## config.mk

```make
export PLATFORM = sky130hd
export DESIGN_NAME = scale3x_column_upscaler_core
export DESIGN_NICKNAME = d
export VERILOG_FILES = /design/src/rtl/sc3x_pkg.sv /design/src/rtl/sc3x_block.sv /design/src/rtl/sc3x_queue.sv /design/src/rtl/scale3x_column_upscaler_core.sv
export SDC_FILE = /design/constraint.sdc
export NUM_CORES = 1
export LEC_CHECK = 0
export ABC_CLOCK_PERIOD_IN_PS = 21000
export BUFFER_PORTS_ARGS = -buffer_cell sky130_fd_sc_hd__buf_4
export CAP_MARGIN = 10
export CORE_ASPECT_RATIO = 0.6
export CORE_UTILIZATION = 50
export CTS_CLUSTER_DIAMETER = 60
export DETAILED_ROUTE_END_ITERATION = 8
export PLACE_DENSITY = 0.7
export SLEW_MARGIN = 5
export SYNTH_ARGS = -nofsm -noshare
export SYNTH_HDL_FRONTEND = slang
export SYNTH_HIERARCHICAL = 1
export SYNTH_SLANG_ARGS = --single-unit
export TNS_END_PERCENT = 5
```

## constraint.sdc

```tcl
create_clock -name clk_i -period 21 [get_ports clk_i]
set_input_delay 2.1 -clock clk_i [delete_from_list [all_inputs] [get_ports clk_i]]
set_output_delay 2.1 -clock clk_i [all_outputs]
set_load 0.03 [all_outputs]
```

## src/rtl/sc3x_pkg.sv

```systemverilog
// Package for the three-times column upscaler.
// Holds the pixel and item types, the output queue size and the corner rule.
// Depends on nothing.
`default_nettype none

package sc3x_pkg;

  localparam int unsigned PixelBits = 32;
  localparam int unsigned FieldBits = 32;
  localparam int unsigned QueueDepth = 4;
  localparam int unsigned QueuePtrBits = $clog2(QueueDepth);
  localparam int unsigned QueueCntBits = $clog2(QueueDepth + 1);

  typedef logic [PixelBits-1:0] pixel_t;
  typedef logic [FieldBits-1:0] field_t;

  typedef enum logic [1:0] {
    SeenNone = 2'd0,
    SeenOne  = 2'd1,
    SeenTwo  = 2'd2
  } seen_e;

  typedef struct packed {
    field_t pix_above;
    field_t pix_center;
    field_t pix_below;
    logic   row_end;
  } in_item_t;

  typedef struct packed {
    field_t out_top_left;
    field_t out_top_mid;
    field_t out_top_right;
    field_t out_mid_left;
    field_t out_mid_mid;
    field_t out_mid_right;
    field_t out_bot_left;
    field_t out_bot_mid;
    field_t out_bot_right;
    logic   row_last;
  } out_item_t;

  typedef struct packed {
    pixel_t above;
    pixel_t center;
    pixel_t below;
  } column_t;

  typedef struct packed {
    logic   has_left;
    pixel_t left;
    logic   has_right;
    pixel_t right;
    logic   last;
  } nbr_t;

  // A corner takes v when the near neighbor matches it and both the opposite
  // vertical pixel and the far neighbor differ from it.
  function automatic pixel_t corner(pixel_t v, pixel_t opp, pixel_t c,
                                    logic has_near, pixel_t near_px,
                                    logic has_far, pixel_t far_px);
    logic take;
    take = has_near && (near_px == v) && (opp != v) && !(has_far && (far_px == v));
    return take ? v : c;
  endfunction

endpackage

`default_nettype wire

```

## src/rtl/sc3x_block.sv

```systemverilog
// Builds one 3x3 output block from a source column and its row neighbors.
// Purely combinational; depends on sc3x_pkg.
`default_nettype none

module sc3x_block (
  input  wire sc3x_pkg::column_t col_i,
  input  wire sc3x_pkg::nbr_t    nbr_i,
  output sc3x_pkg::out_item_t    blk_o
);

  sc3x_pkg::field_t c_f;

  assign c_f = sc3x_pkg::FieldBits'(col_i.center);

  always_comb begin
    blk_o.out_top_left  = sc3x_pkg::FieldBits'(sc3x_pkg::corner(
        col_i.above, col_i.below, col_i.center,
        nbr_i.has_left, nbr_i.left, nbr_i.has_right, nbr_i.right));
    blk_o.out_top_mid   = c_f;
    blk_o.out_top_right = sc3x_pkg::FieldBits'(sc3x_pkg::corner(
        col_i.above, col_i.below, col_i.center,
        nbr_i.has_right, nbr_i.right, nbr_i.has_left, nbr_i.left));
    blk_o.out_mid_left  = c_f;
    blk_o.out_mid_mid   = c_f;
    blk_o.out_mid_right = c_f;
    blk_o.out_bot_left  = sc3x_pkg::FieldBits'(sc3x_pkg::corner(
        col_i.below, col_i.above, col_i.center,
        nbr_i.has_left, nbr_i.left, nbr_i.has_right, nbr_i.right));
    blk_o.out_bot_mid   = c_f;
    blk_o.out_bot_right = sc3x_pkg::FieldBits'(sc3x_pkg::corner(
        col_i.below, col_i.above, col_i.center,
        nbr_i.has_right, nbr_i.right, nbr_i.has_left, nbr_i.left));
    blk_o.row_last      = nbr_i.last;
  end

endmodule

`default_nettype wire

```

## src/rtl/sc3x_queue.sv

```systemverilog
// Small output queue that takes up to two blocks per cycle and gives one while ready_i is high.
// Depends on sc3x_pkg.
`default_nettype none

module sc3x_queue (
  input  wire                      clk_i,
  input  wire                      rst_ni,
  input  wire                      push0_i,
  input  wire sc3x_pkg::out_item_t data0_i,
  input  wire                      push1_i,
  input  wire sc3x_pkg::out_item_t data1_i,
  output logic                     room_two_o,
  output logic                     valid_o,
  input  wire                      ready_i,
  output sc3x_pkg::out_item_t      data_o
);

  sc3x_pkg::out_item_t mem_q [sc3x_pkg::QueueDepth];
  logic [sc3x_pkg::QueuePtrBits-1:0] wptr_q, wptr_d, rptr_q, rptr_d;
  logic [sc3x_pkg::QueueCntBits-1:0] count_q, count_d;
  logic pop;

  assign pop        = valid_o && ready_i;
  assign valid_o    = (count_q != '0);
  assign data_o     = mem_q[rptr_q];
  assign room_two_o = (count_q <= sc3x_pkg::QueueCntBits'(sc3x_pkg::QueueDepth - 2));

  always_comb begin
    wptr_d  = wptr_q + sc3x_pkg::QueuePtrBits'(push0_i)
                     + sc3x_pkg::QueuePtrBits'(push1_i);
    rptr_d  = rptr_q + sc3x_pkg::QueuePtrBits'(pop);
    count_d = count_q + sc3x_pkg::QueueCntBits'(push0_i)
                      + sc3x_pkg::QueueCntBits'(push1_i)
                      - sc3x_pkg::QueueCntBits'(pop);
  end

  always_ff @(posedge clk_i or negedge rst_ni) begin
    if (!rst_ni) begin
      wptr_q  <= '0;
      rptr_q  <= '0;
      count_q <= '0;
    end else begin
      wptr_q  <= wptr_d;
      rptr_q  <= rptr_d;
      count_q <= count_d;
    end
  end

  always_ff @(posedge clk_i) begin
    if (push0_i) begin
      mem_q[wptr_q] <= data0_i;
    end
    if (push1_i) begin
      mem_q[wptr_q + sc3x_pkg::QueuePtrBits'(1)] <= data1_i;
    end
  end

`ifndef NO_ASSERTIONS
  a_count_bound: assert property (@(posedge clk_i) disable iff (!rst_ni)
    count_q <= sc3x_pkg::QueueCntBits'(sc3x_pkg::QueueDepth))
    else $error("output queue holds more items than it has entries");

  a_push_order: assert property (@(posedge clk_i) disable iff (!rst_ni)
    push1_i |-> push0_i)
    else $error("second block pushed without the first");

  a_push_room: assert property (@(posedge clk_i) disable iff (!rst_ni)
    push1_i |-> (count_q <= sc3x_pkg::QueueCntBits'(sc3x_pkg::QueueDepth - 2)))
    else $error("two blocks pushed without room for both");

  a_push_visible: assert property (@(posedge clk_i) disable iff (!rst_ni)
    push0_i && !pop |=> valid_o)
    else $error("pushed item not visible at the output");
`endif

endmodule

`default_nettype wire

```

## src/rtl/scale3x_column_upscaler_core.sv

```systemverilog
// Three-times column upscaler: one source column in, 3x3 output blocks out.
// Depends on sc3x_pkg, sc3x_block and sc3x_queue.
//
// Channel   Direction  Handshake                  Payload
// input     in         in_valid_i / in_ready_o    in_item_i  (sc3x_pkg::in_item_t)
// output    out        out_valid_o / out_ready_i  out_item_o (sc3x_pkg::out_item_t)
//
// One column is taken per cycle; its block leaves one item later through a
// four-entry output queue, and a row end adds a second block.
// The queue sets the rate: input is taken while at least two entries are free.
// Reset clears the column window and the queue; the first item starts a row.
// A stalled output fills the queue, after which the input is held off.
`default_nettype none

module scale3x_column_upscaler_core (
  input  wire                     clk_i,
  input  wire                     rst_ni,
  input  wire                     in_valid_i,
  output logic                    in_ready_o,
  input  wire sc3x_pkg::in_item_t in_item_i,
  output logic                    out_valid_o,
  input  wire                     out_ready_i,
  output sc3x_pkg::out_item_t     out_item_o
);

  logic in_accept;
  sc3x_pkg::column_t cur_col, held_q, held_d;
  sc3x_pkg::pixel_t left_q, left_d;
  sc3x_pkg::seen_e seen_q, seen_d;
  sc3x_pkg::nbr_t nbr0, nbr1;
  sc3x_pkg::out_item_t blk0, blk1;
  logic push0, push1, room_two;

  assign in_ready_o = room_two;
  assign in_accept  = in_valid_i && in_ready_o;

  assign cur_col.above  = in_item_i.pix_above[sc3x_pkg::PixelBits-1:0];
  assign cur_col.center = in_item_i.pix_center[sc3x_pkg::PixelBits-1:0];
  assign cur_col.below  = in_item_i.pix_below[sc3x_pkg::PixelBits-1:0];

  always_comb begin
    nbr0.has_left  = (seen_q == sc3x_pkg::SeenTwo);
    nbr0.left      = left_q;
    nbr0.has_right = 1'b1;
    nbr0.right     = cur_col.center;
    nbr0.last      = 1'b0;
    nbr1.has_left  = 1'b1;
    nbr1.left      = held_q.center;
    nbr1.has_right = 1'b0;
    nbr1.right     = '0;
    nbr1.last      = 1'b1;
  end

  sc3x_block u_blk_held (
    .col_i (held_q),
    .nbr_i (nbr0),
    .blk_o (blk0)
  );

  sc3x_block u_blk_end (
    .col_i (cur_col),
    .nbr_i (nbr1),
    .blk_o (blk1)
  );

  assign push0 = in_accept && (seen_q != sc3x_pkg::SeenNone);
  assign push1 = push0 && in_item_i.row_end;

  always_comb begin
    held_d = held_q;
    left_d = left_q;
    seen_d = seen_q;
    if (in_accept) begin
      if (in_item_i.row_end) begin
        held_d = '0;
        left_d = '0;
        seen_d = sc3x_pkg::SeenNone;
      end else begin
        held_d = cur_col;
        left_d = held_q.center;
        case (seen_q)
          sc3x_pkg::SeenNone: seen_d = sc3x_pkg::SeenOne;
          sc3x_pkg::SeenOne:  seen_d = sc3x_pkg::SeenTwo;
          default:            seen_d = sc3x_pkg::SeenTwo;
        endcase
      end
    end
  end

  always_ff @(posedge clk_i or negedge rst_ni) begin
    if (!rst_ni) begin
      held_q <= '0;
      left_q <= '0;
      seen_q <= sc3x_pkg::SeenNone;
    end else begin
      held_q <= held_d;
      left_q <= left_d;
      seen_q <= seen_d;
    end
  end

  sc3x_queue u_queue (
    .clk_i      (clk_i),
    .rst_ni     (rst_ni),
    .push0_i    (push0),
    .data0_i    (blk0),
    .push1_i    (push1),
    .data1_i    (blk1),
    .room_two_o (room_two),
    .valid_o    (out_valid_o),
    .ready_i    (out_ready_i),
    .data_o     (out_item_o)
  );

`ifndef NO_ASSERTIONS
  a_row_end_restart: assert property (@(posedge clk_i) disable iff (!rst_ni)
    in_accept && in_item_i.row_end |=> seen_q == sc3x_pkg::SeenNone)
    else $error("window not back at row start after a row end");

  a_first_column_silent: assert property (@(posedge clk_i) disable iff (!rst_ni)
    seen_q == sc3x_pkg::SeenNone |-> !push0)
    else $error("block pushed at row start");

  a_held_center_follows: assert property (@(posedge clk_i) disable iff (!rst_ni)
    in_accept && !in_item_i.row_end |=> held_q.center == $past(cur_col.center))
    else $error("held column not loaded from the accepted item");
`endif

endmodule

`default_nettype wire
```

==> After elaboration in Yosys (flattened, before gate mapping) <==
Memory sizes are Yosys's and may differ from the RTL's.
Index checks and enable logic that the tools add are counted.
{ "word_totals": {"reg_bits": 137, "mem_bits_rw": 1156, "in_bits": 101, "out_inout_bits": 291, "word_cells": 65, "n_memories": 1} }
{ "memory_table": {"columns": ["memory", "words", "width", "read_ports", "rd_ports_with_merged_regs", "write_ports", "line_no", "source"], "rows": [
  ["u_queue.mem_q", 4, 289, 1, 0, 2, "sc3x_queue.sv:18", "sc3x_pkg::out_item_t mem_q [sc3x_pkg::QueueDepth];"]
]} }
{ "classes": {"add_sub_neg": 7, "magnitude_cmp": 1, "eq_ne": 11, "muxes": 14, "n_reduce_logical": 23} }
{ "ops": {"columns": ["op", "n"], "rows": [
  ["two-way mux 32 bit", 7],
  ["equality test 32 bit", 6],
  ["!= test 32 bit", 4],
  ["two-way mux 96 bit", 1],
  ["logical AND 1 bit", 16],
  ["adder 2 x 1 -> 2 bit", 3],
  ["adder 3 x 1 -> 3 bit", 2],
  ["logical NOT 1 bit", 4],
  ["two-way mux 1 bit", 4],
  ["two-way mux 2 bit", 2],
  ["<= comparator 3 x 2 -> 1 bit, second input constant", 1],
  ["nonzero test 3 bit", 1],
  ["subtractor 3 x 1 -> 3 bit", 1],
  ["adder 2 x 1 -> 2 bit, second input constant", 1],
  ["equality test 2 bit, second input constant", 1],
  ["logical NOT 2 bit", 1],
  ["nonzero test 2 bit", 1]
]} }

==> Depth between registers and ports, before layout <==
Gate-level depths: netlist of the first run.
{ "logic_depth": {"ltp_word": 6, "ltp_mapped": 13} }

==> Modules after synthesis <==
The synthesis of the first run kept the hierarchy.
{ "modules_own_cells": {"columns": ["mod", "instances", "cells_per_inst", "area_each_um2"], "rows": [
  ["sc3x_queue", 1, 2830, 55913.6],
  ["sc3x_block", 2, 526, 4825.9],
  ["scale3x_column_upscaler_core", 1, 425, 5754.3]
]} }

==> Worst setup path after synthesis of the first run <==
Ideal clock, no wire load.
{ "synth_timing": {"path_type": "input -> register", "from": "input in_valid_i", "to": "memory u_queue/mem_q[0][0] (netlist bit), enable pin", "arrival_ps": 23030, "path_slack_ps": -3369, "path_stages": 6, "path_buffers": 2, "path_cell_list": "nand2_1 -> buf_6 -> buf_6 -> nor2_1 -> nand2b_1 -> o21ai_0"} }
{ "synth_rtl": {"columns": ["element", "line_no", "source"], "rows": [
  ["start, declared", "scale3x_column_upscaler_core.sv:18", "input wire in_valid_i,"],
  ["end, declared", "sc3x_queue.sv:18", null]
]} }

==> results of run 1 <==
## Yosys cell counts (12+ instances only)
cell      instances  share of area, %
buf_6            47              0.74
buf_12           12              0.34
edfxtp_1       1156                49
mux2_2         1023                16
buf_2           116              0.81
dfrtp_1         137               4.8
nor2b_1         130               1.1
buf_4           370               3.9
xor2_1          218               2.7
nand2_1          12             0.063
clkbuf_1         17             0.089
nor4_1           56              0.49
mux2_1          398               6.3
nand4_1          32              0.28
mux4_2          289               9.1
mux2_4          120               2.5
nand3_1          13             0.091
xnor2_1         105               1.3
## cell families (layout without fill, tap and decap cells)
group           Yosys count  count (layout)  share of synthesized area (%)
mux                    1831            1831                          34.10
buf+inv                 576             698                          5.951
flops                  1293            1293                          53.48
fa+ha+maj                 6               6                         0.1368
simple gates            271             271                          2.310
other cells               2              77                        0.01053
xor+xnor                323             323                          3.967
compound gates            5               5                        0.04211
## path summary, 6_finish.rpt
check | start | slack [ns] | endpoint | cells past startpoint
max | u_queue/rptr_q[1]$_DFF_PN0_ | 14.25 | out_item_o[160] | 4
min | left_q[25]$_DFFE_PN0N_ | 0.58 | left_q[25]$_DFFE_PN0N_ | 1
max reg2reg | u_queue/count_q[1]$_DFF_PN0_ | 14.87 | u_queue/mem_q[3][150]$_DFFE_PP_ | 10
min reg2reg | left_q[25]$_DFFE_PN0N_ | 0.58 | left_q[25]$_DFFE_PN0N_ | 1
max in group asynchronous | rst_ni | 18.22 | u_queue/rptr_q[0]$_DFF_PN0_ | 2
min in group asynchronous | rst_ni | 1.49 | held_q[94]$_DFFE_PN0N_ | 1
## power breakdown
| group | internal, mW | switching [mW] |
|---|---|---|
| clock network | 1.18 | 1.02 |
| logic | 2.23 | 2.72 |
| registers | 3.59 | 0.716 |
| total | 7.00 | 4.46 |
## registers in the layout, summed over array words and instances, names as in the netlist
| signal | cells |
|---|---|
| u_queue/mem_q | 1156 |
| held_q | 96 |
| left_q | 32 |
| u_queue/count_q | 3 |
| seen_q | 2 |
| u_queue/rptr_q | 2 |
| u_queue/wptr_q | 2 |
## worst max-delay path: cells and delay by family (launching register included)
kind                   cells  cell delay [ns]
buffers and inverters      3             2.21
multiplexers               1             0.51
flip-flops                 1             1.07
## metrics by stage
step           hold WS (ns)  area, µm²
5_1_grt              0.5972      77250
6_report             0.5804      77270
2_1_floorplan        0.4731      71580
3_3_place_gp         0.5535      73460
4_1_cts              0.5767      77250
3_5_place_dp         0.5637      73460
## area by class of cell
type | count | area [µm²] | share of cell area (%)
clock buffer | 161 | 3279 | 4.244
inverter | 5 | 18.77 | 0.02429
multi-input combinational | 2508 | 29270 | 37.88
antenna | 5 | 12.51 | 0.01619
timing repair buffer | 470 | 3620 | 4.685
tap | 1890 | 2365 | 3.061
clock inverter | 62 | 515.5 | 0.6672
sequential | 1293 | 38180 | 49.42
## cell usage in the layout, fill, tap and decap left out, drive strengths merged, types with 72 or more instances in the layout
master and count:
nor2b 130, xor2 218, dfrtp 137, conb 72, buf 470, xnor2 105, mux4 289, clkbuf 161
mux2 1541, edfxtp 1156
## routing by layer
layer	GRT usage [%]	vias to the layer above	wire [µm]
li1	-	16580	-
met1	44.76	21520	94690
met2	48.68	2562	105200
met3	8.299	441	24970
met4	9.525	8	7798
met5	0.4382	-	131
==> metrics.csv, run 1 <==
metric;value;unit
status;finished with violations;
failed_checks;slew limit;
crit_path_end_kind;output pin;
syn-instance-count;4307;
cts-buffers-inserted;119;
design.die.area;144200;µm²
fp.dieH;294.5;µm
slew_headroom;-64.63;%
rows;106;
core_area;140500;µm²
io_buffers;391;
crit_path_max_fanout;68;
grtUsageTotal;31.92;%
cp_slowest_stage_delay;1.07;ns
power.ir.vdd_worst;0.1314;mV
gp_congestion;0.9745;
synth-seq-area-share;53.48;%
path_clk_slew;0.07;ns
drt-initial-drc-count;5838;
p_total;11.45;mW
critical_path_required;18.90;ns
areaGrowthSynthToFinish;8.338;%
initial_core_util;50.78;%
detail_route.wl_per_cell;36.41;µm
ys_async_sr_fraction;10.60;%
avgSynthCellArea;16.56;µm²
first_pass_iters;5;
tightestPinTransition;2.469;ns
power_density;148.2;nW/µm²
vias_per_cell;6.429;
ys_warn_count;6;
crit_top_cell;buf_4;
final_nets;4504;
vias;41110;
ant_nets;0;
setup_viol;0;
post-route-drc-count;0;
hold_path_class;register to register;
rsz0062_at_grt;no;
grt_pass1_vias;40260;
dp_hpwl;136600;µm
root_buffer;clkbuf_16;
grt-ovfl-total;0;
startpoint_type;register;
cts.htree.levels;3;
clk_latency;0.76;ns
antenna_found_initial;20;
cts_resized;0;
clkSinkCount;1293;
power_leakage;28.96;nW
layout-drive-gt1-share;47.08;%
cts_setup_buffers;0;
maxCapViolCount;0;
fin_setup_tns;0;ns
fmax;0.1481;GHz
hold_violations;0;
cp.arrival;4.65;ns
synth_cell_types;36;
crit_type;register to output pin;
synth_edf_count;1156;
grt_pass1_wl;321800;µm
cts_buffer_depth;3;
nFillCells;11160;
slowest_stage;dfrtp_4;
wl;232800;µm
cts_tree;done;
grt_max_degree;156;
finalCritPeriodShare;32.15;%
syn_area;71320;µm²
ys.flop_type;edfxtp_1;
cts_hold_buf;0;
report.final.slew_viol_count;66;
place_inst;6166;
period_needed;6.752;ns
die_x;489.6;µm
dp_slack;13.79;ns
fin_ws;14.25;ns
finalNonFillerCells;6394;
final_util;55.01;%
finClkSkew;0.01959;ns
synth_seq_cells;1293;
crit_chain;buf_4 > buf_4 > mux4_2 > buf_4;
ios;392;
Note: power is estimated with default switching activity, not from simulation.
==> inputs of run 2 (changes only) <==
- ABC_CLOCK_PERIOD_IN_PS: 21000 -> 5600
- clock period: 21 -> 5.6 ns (I/O delays scaled with it)
==> run 2 against run 1 <==
Effect of this change:
- the flow still finishes with violations (slew limit)
- clock-buffer cell count is 3 lower
- wire length is 1.2% higher
- cell area is 1.2% higher
- first-iteration DRC count is 0.69% lower
- clock skew is 0.017 ns higher
- worst setup slack worse by 13 ns
- clock power grew to 4.0 times the previous value
- largest cell class unchanged
==> metrics.csv, run 2 (synthesis gave the netlist of run 1 again) <==
metric;value;unit
ios;392;
r2r_end;u_queue/mem_q[2][159]$_DFFE_PP_;
finClkSkew;0.03663;ns
r2r_setup_slack;1.32;ns
gp_congestion;0.9947;
cts_tree;done;
grtUsageTotal;32.50;%
period_needed;4.281;ns
post-route-drc-count;0;
cts.htree.levels;4;
power.ir.vdd_worst;0.3438;mV
startpoint_type;register;
io_buffers;391;
fin_ws;1.319;ns
initial_core_util;50.78;%
cts_buffer_depth;3;
layout_common_cells;1,156 x edfxtp_1, 1,023 x mux2_2, 469 x buf_4;
nFillCells;11000;
finalCritPeriodShare;76.45;%
worstSetupStartpoint;u_queue/count_q[1]$_DFF_PN0_;
grt_pass1_vias;40690;
fp.dieH;294.5;µm
p_total;43.89;mW
detail_route.wl_per_cell;36.54;µm
vias;41660;
power_density;561.4;nW/µm²
cts_hold_buf;2;
cts-buffers-inserted;131;
min_path_cells;3;
hold_violations;0;
tightestPinTransition;2.649;ns
regArea;38160;µm²
place_inst;6198;
cts_resized;0;
top_regs;u_queue/mem_q: 1156 flops, held_q: 96 flops, left_q: 32 flops;
status;finished with violations;
grt_max_degree;148;
rows;106;
hold_path_class;input pin to register;
antenna_found_initial;28;
drt-initial-drc-count;5798;
grt_pass1_wl;326600;µm
root_buffer;clkbuf_16;
crit_path_max_fanout;147;
report.final.slew_viol_count;66;
maxCapViolCount;0;
fmax;0.2336;GHz
r2r_cells;9;
power_leakage;29.40;nW
failed_checks;slew limit;
core_area;140500;µm²
finalNonFillerCells;6449;
min_from;in_item_i[87];
cp.arrival;4.80;ns
vias_per_cell;6.460;
final_common_cell;edfxtp_1;
largest_register_ffs;1156;
final_nets;4550;
critical_path_required;6.12;ns
wl;235600;µm
ant_nets;0;
regMostFlops;u_queue/mem_q;
clk_latency;0.79;ns
multi_input_area;29300;µm²
dp_slack;1.442;ns
areaGrowthSynthToFinish;9.600;%
clkSinkCount;1293;
die_x;489.6;µm
slew_headroom;-76.58;%
layout-drive-gt1-share;47.14;%
path_clk_slew;0.07;ns
dp_hpwl;141000;µm
crit_path_end_kind;register;
setup_viol;0;
cts_setup_buffers;0;
crit_type;register to register;
rsz0062_at_grt;no;
grt-ovfl-total;0;
reg2reg_from;u_queue/count_q[1]$_DFF_PN0_;
design.die.area;144200;µm²
endpoint;u_queue/mem_q[2][159]$_DFFE_PP_;
first_pass_iters;6;
[run 2: changes by cell type in the layout (fill, tap and decap cells not counted), moves of 9 or more]
| cell | change |
|---|---|
| buf_12 | +25 |
| dfrtp_1 | +21 |
| dfrtp_2 | -21 |
| clkinv_1 | +14 |
| clkbuf_16 | +11 |
| clkbuf_1 | -9 |
[run 2: final cells by class]
class                           count  area share [%]
Tap cell                         1890           3.025
Sequential cell                  1293           48.82
Multi-Input combinational cell   2508           37.49
Clock inverter                     80          0.8324
Inverter                            5         0.02401
Antenna cell                       11         0.03522
Clock buffer                      158           4.416
Timing Repair Buffer              504           5.364
[run 2: layer usage]
layer / part of all wire (%) / up-vias / global-route usage (%)
met5: 0.055 / - / 0
met4: 3.7 / 20 / 11.07
met3: 11 / 460 / 9.035
met2: 44 / 2634 / 47.13
met1: 41 / 21860 / 46.81
li1: - / 16690 / -
[run 2: worst min-delay path by stage]
stage and to:
2_1_floorplan held_q[0]$_DFFE_PN0N_, 3_3_place_gp held_q[67]$_DFFE_PN0N_, 3_5_place_dp held_q[67]$_DFFE_PN0N_, 4_1_cts held_q[86]$_DFFE_PN0N_
5_1_grt held_q[82]$_DFFE_PN0N_, 6_report held_q[86]$_DFFE_PN0N_
[run 2: report_power, final]
group / total [mW] / switching (mW) / leakage, nW / internal [mW]
sequential: 15.4 / 1.90 / 12.4 / 13.5
clock: 8.74 / 3.98 / 2.00 / 4.75
combinational: 19.8 / 11.3 / 15.0 / 8.53
total: 43.9 / 17.1 / 29.4 / 26.7
[run 2: worst max-delay path: stages, from the launching register on]
cell,delay [ns]
dfrtp_1,0.39
inv_2,0.08
ha_4,0.15
a21o_4,0.20
nand2_4,0.38
nor3b_2,0.21
nand3b_1,0.26
buf_12,0.82
buf_4,0.96
mux2_2,0.42
[run 2: per-stage QoR]
stage	area, µm²	hold WS [ns]	TNS [ns]	util, %
2_1_floorplan	71670	0.2644	-1014.75	-
3_3_place_gp	74020	0.5331	0	52.70
6_report	78170	0.2494	0	55.65
5_1_grt	78150	0.2389	0	55.64
3_5_place_dp	74020	0.5383	0	52.70
4_1_cts	78140	0.1986	0	55.63
